<file path="src/cdp_pkg.sv">
// ----------------------------------------------------------------------------
// cdp_pkg: shared definitions for the chunk delta packet parser
// Result record layout, kind and status codes, and the push bundle that
// the parser hands to the result queue.
// ----------------------------------------------------------------------------
package cdp_pkg;

    localparam int HEADER_BYTES = 25;
    localparam int EDIT_BYTES   = 4;
    localparam int QUEUE_DEPTH  = 4;
    localparam int TDATA_W      = 232;

    localparam logic [1:0] KIND_HEADER = 2'd0;
    localparam logic [1:0] KIND_EDIT   = 2'd1;
    localparam logic [1:0] KIND_STATUS = 2'd2;

    localparam logic [1:0] ST_OK         = 2'd0;
    localparam logic [1:0] ST_WRONG_TYPE = 2'd1;
    localparam logic [1:0] ST_TRUNCATED  = 2'd2;
    localparam logic [1:0] ST_TRAILING   = 2'd3;

    localparam logic [1:0] PH_HEADER = 2'd0;
    localparam logic [1:0] PH_EDITS  = 2'd1;
    localparam logic [1:0] PH_SKIP   = 2'd2;

    typedef struct packed {
        logic [1:0]         kind;
        logic signed [31:0] chunk_x;
        logic signed [31:0] chunk_y;
        logic signed [31:0] chunk_z;
        logic [63:0]        resulting_version;
        logic [31:0]        edit_total;
        logic [7:0]         edit_x;
        logic [7:0]         edit_y;
        logic [7:0]         edit_z;
        logic [7:0]         block_id;
        logic [1:0]         status;
        logic               last_result;
    } result_t;

    // Up to two results per byte: slot 0 first, slot 1 second.
    typedef struct packed {
        result_t    res0;
        result_t    res1;
        logic [1:0] count;
    } push_t;

endpackage

</file>
<file path="src/cdp_parser.sv">
// ----------------------------------------------------------------------------
// cdp_parser: packet state and result formation
// Holds the header and edit assembly state and turns each accepted byte
// into zero, one or two result records.
// ----------------------------------------------------------------------------
module cdp_parser (
    input  logic           aclk,
    input  logic           aresetn,
    input  logic           cfg_wr_en,
    input  logic [7:0]     cfg_wr_data,
    input  logic           beat_valid,
    input  logic [7:0]     data_byte,
    input  logic           end_of_packet,
    output cdp_pkg::push_t push
);
    import cdp_pkg::*;

    logic [7:0]  type_code_reg;
    logic [1:0]  phase_reg, phase_next;
    logic [4:0]  hidx_reg, hidx_next;
    logic [31:0] cx_reg, cx_next, cy_reg, cy_next, cz_reg, cz_next;
    logic [63:0] ver_reg, ver_next;
    logic [31:0] cnt_reg, cnt_next;
    logic [31:0] seen_reg, seen_next;
    logic [1:0]  ebi_reg, ebi_next;
    logic [23:0] eb_reg, eb_next;
    logic [1:0]  err_reg, err_next;

    result_t main_res, stat_res;
    logic    main_valid;
    logic [2:0] hsub;

    always_comb begin
        phase_next = phase_reg;
        hidx_next  = hidx_reg;
        cx_next    = cx_reg;
        cy_next    = cy_reg;
        cz_next    = cz_reg;
        ver_next   = ver_reg;
        cnt_next   = cnt_reg;
        seen_next  = seen_reg;
        ebi_next   = ebi_reg;
        eb_next    = eb_reg;
        err_next   = err_reg;
        main_valid = 1'b0;
        main_res   = '0;
        stat_res   = '0;
        hsub       = '0;

        case (phase_reg)
            PH_HEADER: begin
                if (hidx_reg == 5'd0) begin
                    if (data_byte != type_code_reg) begin
                        err_next   = ST_WRONG_TYPE;
                        phase_next = PH_SKIP;
                    end
                end else if (hidx_reg inside {[5'd1:5'd4]}) begin
                    hsub = 3'(hidx_reg - 5'd1);
                    cx_next[{hsub[1:0], 3'b000} +: 8] = data_byte;
                end else if (hidx_reg inside {[5'd5:5'd8]}) begin
                    hsub = 3'(hidx_reg - 5'd5);
                    cy_next[{hsub[1:0], 3'b000} +: 8] = data_byte;
                end else if (hidx_reg inside {[5'd9:5'd12]}) begin
                    hsub = 3'(hidx_reg - 5'd9);
                    cz_next[{hsub[1:0], 3'b000} +: 8] = data_byte;
                end else if (hidx_reg inside {[5'd13:5'd20]}) begin
                    hsub = 3'(hidx_reg - 5'd13);
                    ver_next[{hsub, 3'b000} +: 8] = data_byte;
                end else if (hidx_reg inside {[5'd21:5'd24]}) begin
                    hsub = 3'(hidx_reg - 5'd21);
                    cnt_next[{hsub[1:0], 3'b000} +: 8] = data_byte;
                end
                if (phase_next == PH_HEADER) begin
                    hidx_next = hidx_reg + 5'd1;
                    if (hidx_next >= 5'(HEADER_BYTES)) begin
                        main_valid                 = 1'b1;
                        main_res.kind              = KIND_HEADER;
                        main_res.chunk_x           = cx_next;
                        main_res.chunk_y           = cy_next;
                        main_res.chunk_z           = cz_next;
                        main_res.resulting_version = ver_next;
                        main_res.edit_total        = cnt_next;
                        phase_next                 = PH_EDITS;
                        seen_next                  = '0;
                        ebi_next                   = '0;
                        eb_next                    = '0;
                    end
                end
            end
            PH_EDITS: begin
                if (seen_reg == cnt_reg) begin
                    err_next   = ST_TRAILING;
                    phase_next = PH_SKIP;
                end else if (ebi_reg != 2'(EDIT_BYTES - 1)) begin
                    eb_next[{ebi_reg, 3'b000} +: 8] = data_byte;
                    ebi_next = ebi_reg + 2'd1;
                end else begin
                    main_valid        = 1'b1;
                    main_res.kind     = KIND_EDIT;
                    main_res.edit_x   = eb_reg[7:0];
                    main_res.edit_y   = eb_reg[15:8];
                    main_res.edit_z   = eb_reg[23:16];
                    main_res.block_id = data_byte;
                    seen_next         = seen_reg + 32'd1;
                    ebi_next          = '0;
                    eb_next           = '0;
                end
            end
            default: begin
                // Skipping to the end of the packet after an error.
            end
        endcase

        main_res.last_result = ~end_of_packet;
        stat_res.kind        = KIND_STATUS;
        stat_res.last_result = 1'b1;
        if (err_next != ST_OK) begin
            stat_res.status = err_next;
        end else if (phase_next == PH_EDITS && seen_next == cnt_next && ebi_next == 2'd0) begin
            stat_res.status = ST_OK;
        end else begin
            stat_res.status = ST_TRUNCATED;
        end

        push = '0;
        if (beat_valid) begin
            if (main_valid) begin
                push.res0  = main_res;
                push.res1  = stat_res;
                push.count = end_of_packet ? 2'd2 : 2'd1;
            end else if (end_of_packet) begin
                push.res0  = stat_res;
                push.count = 2'd1;
            end
        end
    end

    always_ff @(posedge aclk) begin
        if (!aresetn) begin
            type_code_reg <= '0;
        end else if (cfg_wr_en) begin
            type_code_reg <= cfg_wr_data;
        end
    end

    always_ff @(posedge aclk) begin
        if (!aresetn) begin
            phase_reg <= PH_HEADER;
            hidx_reg  <= '0;
            cx_reg    <= '0;
            cy_reg    <= '0;
            cz_reg    <= '0;
            ver_reg   <= '0;
            cnt_reg   <= '0;
            seen_reg  <= '0;
            ebi_reg   <= '0;
            eb_reg    <= '0;
            err_reg   <= ST_OK;
        end else if (beat_valid) begin
            if (end_of_packet) begin
                phase_reg <= PH_HEADER;
                hidx_reg  <= '0;
                cx_reg    <= '0;
                cy_reg    <= '0;
                cz_reg    <= '0;
                ver_reg   <= '0;
                cnt_reg   <= '0;
                seen_reg  <= '0;
                ebi_reg   <= '0;
                eb_reg    <= '0;
                err_reg   <= ST_OK;
            end else begin
                phase_reg <= phase_next;
                hidx_reg  <= hidx_next;
                cx_reg    <= cx_next;
                cy_reg    <= cy_next;
                cz_reg    <= cz_next;
                ver_reg   <= ver_next;
                cnt_reg   <= cnt_next;
                seen_reg  <= seen_next;
                ebi_reg   <= ebi_next;
                eb_reg    <= eb_next;
                err_reg   <= err_next;
            end
        end
    end

endmodule

</file>
<file path="src/cdp_out_queue.sv">
// ----------------------------------------------------------------------------
// cdp_out_queue: result register queue
// Four-entry queue that takes up to two results per cycle and hands out
// one per output beat.
// ----------------------------------------------------------------------------
module cdp_out_queue (
    input  logic             aclk,
    input  logic             aresetn,
    input  cdp_pkg::push_t   push,
    output logic             room,
    output logic             out_valid,
    input  logic             out_ready,
    output cdp_pkg::result_t out_res
);
    import cdp_pkg::*;

    result_t    entry_reg [QUEUE_DEPTH];
    logic [1:0] wr_reg, rd_reg;
    logic [2:0] fill_reg, fill_next;
    logic       pop;

    assign out_valid = (fill_reg != 3'd0);
    assign out_res   = entry_reg[rd_reg];
    assign pop       = out_valid && out_ready;
    // Room for the worst case of two results from one byte.
    assign room      = (fill_reg <= 3'd2);
    assign fill_next = fill_reg + {1'b0, push.count} - {2'b00, pop};

    always_ff @(posedge aclk) begin
        if (push.count != 2'd0) begin
            entry_reg[wr_reg] <= push.res0;
        end
        if (push.count == 2'd2) begin
            entry_reg[wr_reg + 2'd1] <= push.res1;
        end
    end

    always_ff @(posedge aclk) begin
        if (!aresetn) begin
            wr_reg   <= '0;
            rd_reg   <= '0;
            fill_reg <= '0;
        end else begin
            wr_reg   <= wr_reg + push.count;
            rd_reg   <= rd_reg + {1'b0, pop};
            fill_reg <= fill_next;
        end
    end

endmodule

</file>
<file path="src/chunk_delta_packet_parser.sv">
// ----------------------------------------------------------------------------
// chunk_delta_packet_parser: chunk delta packet parser top level
// A result is registered in the result queue before it is offered on m_tvalid.
// Throughput: one input byte per cycle while s_tready is high; a byte causes
// at most two results, drained one per output beat from a four-entry result
// queue. s_tready drops only while the queue holds three or more results.
// Reset: aresetn clears the parser state, the type code and the queue.
// ----------------------------------------------------------------------------
module chunk_delta_packet_parser (
    input  logic         aclk,
    input  logic         aresetn,
    // Configuration: the delta packet type code.
    input  logic         cfg_wr_en,
    input  logic [7:0]   cfg_wr_data,
    // Input byte stream.
    input  logic         s_tvalid,
    output logic         s_tready,
    input  logic [7:0]   s_tdata,   // data_byte[7:0]
    input  logic         s_tlast,   // end_of_packet
    // Result stream.
    output logic         m_tvalid,
    input  logic         m_tready,
    // From the lowest bit: chunk_x[31:0], chunk_y[63:32], chunk_z[95:64],
    // resulting_version[159:96], edit_total[191:160], edit_x[199:192],
    // edit_y[207:200], edit_z[215:208], block_id[223:216], status[225:224],
    // zero fill[231:226].
    output logic [cdp_pkg::TDATA_W-1:0] m_tdata,
    output logic [1:0]   m_tuser,   // kind
    output logic         m_tlast    // last_result
);
    import cdp_pkg::*;

    push_t   push;
    result_t out_res;
    logic    room;
    logic    s_beat;

    // A byte is taken whenever the queue can hold everything it may cause.
    assign s_tready = room;
    assign s_beat   = s_tvalid && room;

    cdp_parser u_parser (
        .aclk          (aclk),
        .aresetn       (aresetn),
        .cfg_wr_en     (cfg_wr_en),
        .cfg_wr_data   (cfg_wr_data),
        .beat_valid    (s_beat),
        .data_byte     (s_tdata),
        .end_of_packet (s_tlast),
        .push          (push)
    );

    cdp_out_queue u_queue (
        .aclk      (aclk),
        .aresetn   (aresetn),
        .push      (push),
        .room      (room),
        .out_valid (m_tvalid),
        .out_ready (m_tready),
        .out_res   (out_res)
    );

    // Pack the result record onto the output beat.
    assign m_tuser = out_res.kind;
    assign m_tlast = out_res.last_result;
    assign m_tdata = {6'b000000, out_res.status, out_res.block_id, out_res.edit_z,
                      out_res.edit_y, out_res.edit_x, out_res.edit_total,
                      out_res.resulting_version, out_res.chunk_z, out_res.chunk_y,
                      out_res.chunk_x};

endmodule

</file>
<file path="config.mk">
export PLATFORM = sky130hd
export DESIGN_NAME = chunk_delta_packet_parser
export DESIGN_NICKNAME = d
export VERILOG_FILES = /design/src/cdp_pkg.sv /design/src/cdp_parser.sv /design/src/cdp_out_queue.sv /design/src/chunk_delta_packet_parser.sv
export SDC_FILE = /design/constraint.sdc
export NUM_CORES = 2
export LEC_CHECK = 0
export ABC_CLOCK_PERIOD_IN_PS = 5400
export BUFFER_PORTS_ARGS = -buffer_cell sky130_fd_sc_hd__buf_2
export CAP_MARGIN = 20
export CELL_PAD_IN_SITES_DETAIL_PLACEMENT = 1
export CELL_PAD_IN_SITES_GLOBAL_PLACEMENT = 2
export CORE_ASPECT_RATIO = 0.5
export CORE_MARGIN = 2
export CORE_UTILIZATION = 42
export CTS_BUF_LIST = sky130_fd_sc_hd__clkbuf_8
export DETAILED_ROUTE_END_ITERATION = 7
export PLACE_DENSITY = 0.87
export SYNTH_ARGS = -nofsm -noshare
export SYNTH_HDL_FRONTEND = slang
export SYNTH_SLANG_ARGS = --single-unit
</file>
<file path="constraint.sdc">
create_clock -name aclk -period 5.4 [get_ports aclk]
set_input_delay 0.27 -clock aclk [delete_from_list [all_inputs] [get_ports aclk]]
set_output_delay 0.27 -clock aclk [all_outputs]
set_load 0.1 [all_outputs]
</file>
==> results.json <==
{
  "htree_levels": 4,
  "dieWidth_um": 492,
  "globalplace.congestion": 0.936,
  "relSlewSlack": 0.245,
  "fin_ws_ps": 417,
  "muxShareOfSynthArea": 0.110,
  "antenna_found_initial": 4,
  "finalCritPeriodShare": 0.923,
  "synth_top_family_by_area": "compound AO/OA/AOI/OAI gates",
  "io_buffers": 252,
  "final_util": 0.478,
  "hp-class": "primary input to flop",
  "cts_resized": 0,
  "synth_edf_count": 16,
  "drt-initial-drc-count": 3954,
  "cpMostUsedCell": "ha_1",
  "routed_wl_um": 184000,
  "cts_buffer_depth": 3,
  "finalMaxSlewViolations": 0,
  "vdd_drop_max_mv": 0.249,
  "status": "finished, final reports clean",
  "grt_max_degree": 155,
  "via_per_inst": 6.34,
  "drv_cap": 0,
  "power_leakage_nw": 20.5,
  "cts_tree": "done",
  "hold_ws_ps": 91.5,
  "skew_ps": 48.7,
  "dpl.cell_count": 6238,
  "crit_arrival_ps": 5750,
  "grt_setup_unrepaired": "false",
  "cp.required_ps": 6170,
  "start_util": 0.424,
  "cts_root_buf": "clkbuf_8",
  "max_freq_mhz": 201,
  "worst_pin_slew_ps": 1130,
  "most-common-layout-cells": "1172 x dfxtp_1, 888 x a22o_1, 338 x nor2_1",
  "grt_pass1_vias": 42000,
  "ios": 259,
  "wl_per_cell_um": 28.0,
  "post-route-drc-count": 0,
  "hold_viol": 0,
  "cp_max_fo": 129,
  "start_kind": "flop",
  "worstSetupPathType": "flop to flop",
  "dr.pass1.iters": 5,
  "drive_gt1_frac": 0.176,
  "clk_latency_ps": 920,
  "synth-simple-area-share": 0.115,
  "synthAdderAreaFrac": 0.00566,
  "period_needed_ps": 4980,
  "core_sq_mm": 0.118,
  "syn_inst": 4742,
  "synth_compound_area_frac": 0.239,
  "hpwl_um": 118000,
  "synth_ff_type": "dfxtp_1",
  "cp_slowest_stage_delay_ps": 710,
  "grt_usage": 0.294,
  "r2r_slack_ps": 420,
  "cp-end-kind": "flop",
  "cp_cell_sequence": "inv_1 -> ha_1 -> nand2b_1 -> or3_1 -> nand4_2 -> buf_4 -> nand2_1 -> ha_1 -> nor2_1 -> o32ai_1 -> nand2_4 -> buf_12 -> a22o_1",
  "fin_nets": 4897,
  "clk_pin_slew_ps": 70,
  "largest_reg_flops": 916,
  "synth_cell_types": 83,
  "setup_violations": 0,
  "overflow": 0,
  "rows": 89,
  "clock-sinks": 1190,
  "final_cells": 6559,
  "pre_cts_slack_ps": 626,
  "area_growth_pct": 12.9,
  "crit_slowest_cell": "dfxtp_1",
  "async_flop_share": 0,
  "grt_pass1_wl_um": 276000,
  "power-per-cell-area_mw_per_mm2": 327,
  "cts_buffers": 174,
  "syn_area_per_cell_sq_um": 10.5,
  "die-area_sq_mm": 0.122,
  "ant_nets": 0,
  "synth-xor-area-share": 0.0117,
  "die_h_um": 248,
  "yosysSeqAreaShare": 0.480,
  "dr_total_vias": 41600,
  "yosysWarningCount": 0,
  "layout_commonest_cell": "dfxtp_1",
  "ys_ff_latch": 1190,
  "netlist_area_sq_mm": 0.0500,
  "setup-tns-final_ps": 0
}
## cell type report
class                   instances  area (sq um)
fillers                     12700         61500
multi-input cells            3075         24200
flip-flops and latches       1190         24000
clock buffers                 206          2840
repair buffers                388          2770
well taps                    1592          1990
clock inverters                81           518
inverters                      24          90.1
diodes                          3          7.51
## synthesized netlist by cell type (53+ instances only)
master / number / share of area
a21oi_1: 250 / 0.025
a22o_1: 888 / 0.16
a22oi_1: 159 / 0.024
a32oi_1: 57 / 0.010
clkbuf_1: 374 / 0.028
dfxtp_1: 1174 / 0.47
mux4_2: 229 / 0.10
nand2_1: 297 / 0.022
nand3_1: 53 / 0.0053
nor2_1: 344 / 0.026
nor2b_1: 248 / 0.031
nor3_1: 74 / 0.0074
o21ai_0: 67 / 0.0067
## worst paths after layout
check                            startpoint                   endpoint  depth (start not counted)
setup / recovery       u_parser.hidx_reg[0]  u_queue.entry_reg[0][135]                         13
hold / removal                   s_tdata[2]       u_parser.ver_reg[50]                          3
setup reg to reg       u_parser.hidx_reg[0]  u_queue.entry_reg[0][135]                         13
hold reg to reg   u_queue.entry_reg[2][227]  u_queue.entry_reg[2][227]                          1
## layer usage
| layer | up-vias | track usage | share of wire |
|---|---|---|---|
| met5 | - | 0 | 0 |
| met4 | 0 | 0.101 | 0.030 |
| met3 | 282 | 0.0505 | 0.067 |
| met2 | 1561 | 0.454 | 0.45 |
| met1 | 21700 | 0.417 | 0.45 |
| li1 | 18000 | - | - |
## where the power goes
part | switching (mW) | internal, mW | leakage [nW]
combinational | 1.54 | 0.692 | 8.96
clock | 3.65 | 3.68 | 1.92
sequential | 0.0757 | 8.82 | 9.60
total | 5.26 | 13.2 | 20.5
## kinds of logic (layout without fill, tap and decap cells)
group / after synthesis / count (layout)
xor gates and xnor gates: 67 / 67
DFF: 1190 / 1190
and+or+nand+nor: 1179 / 1179
muxes: 263 / 263
other: 1 / 9
buffers and inverters: 482 / 699
adders and majority gates: 22 / 22
AOI/OAI and AO/OA: 1538 / 1538
## per-stage QoR
stage          instance area (sq um)  power [mW]
3_3_place_gp                   52700        11.3
3_5_place_dp                   52700        11.3
5_1_grt                        56400        19.1
2_1_floorplan                  50000        10.6
4_1_cts                        56400        18.6
6_report                       56400        18.5
## repair_timing
action / 4_1_cts / 5_1_grt
setup buffers: 0 / 0
hold buffers: 31 / 0
hold endpoints to repair: 152 / 0
endpoints found under the setup margin: 0 / 0
## critical path, delay by kind of cell (launching register included)
family	cells	cell delay, ps
and+or+nand+nor	6	1280
adders and majority gates	2	960
DFF	1	710
AOI/OAI and AO/OA	2	870
buffers and inverters	3	640
(Power assumes the default switching activity.)
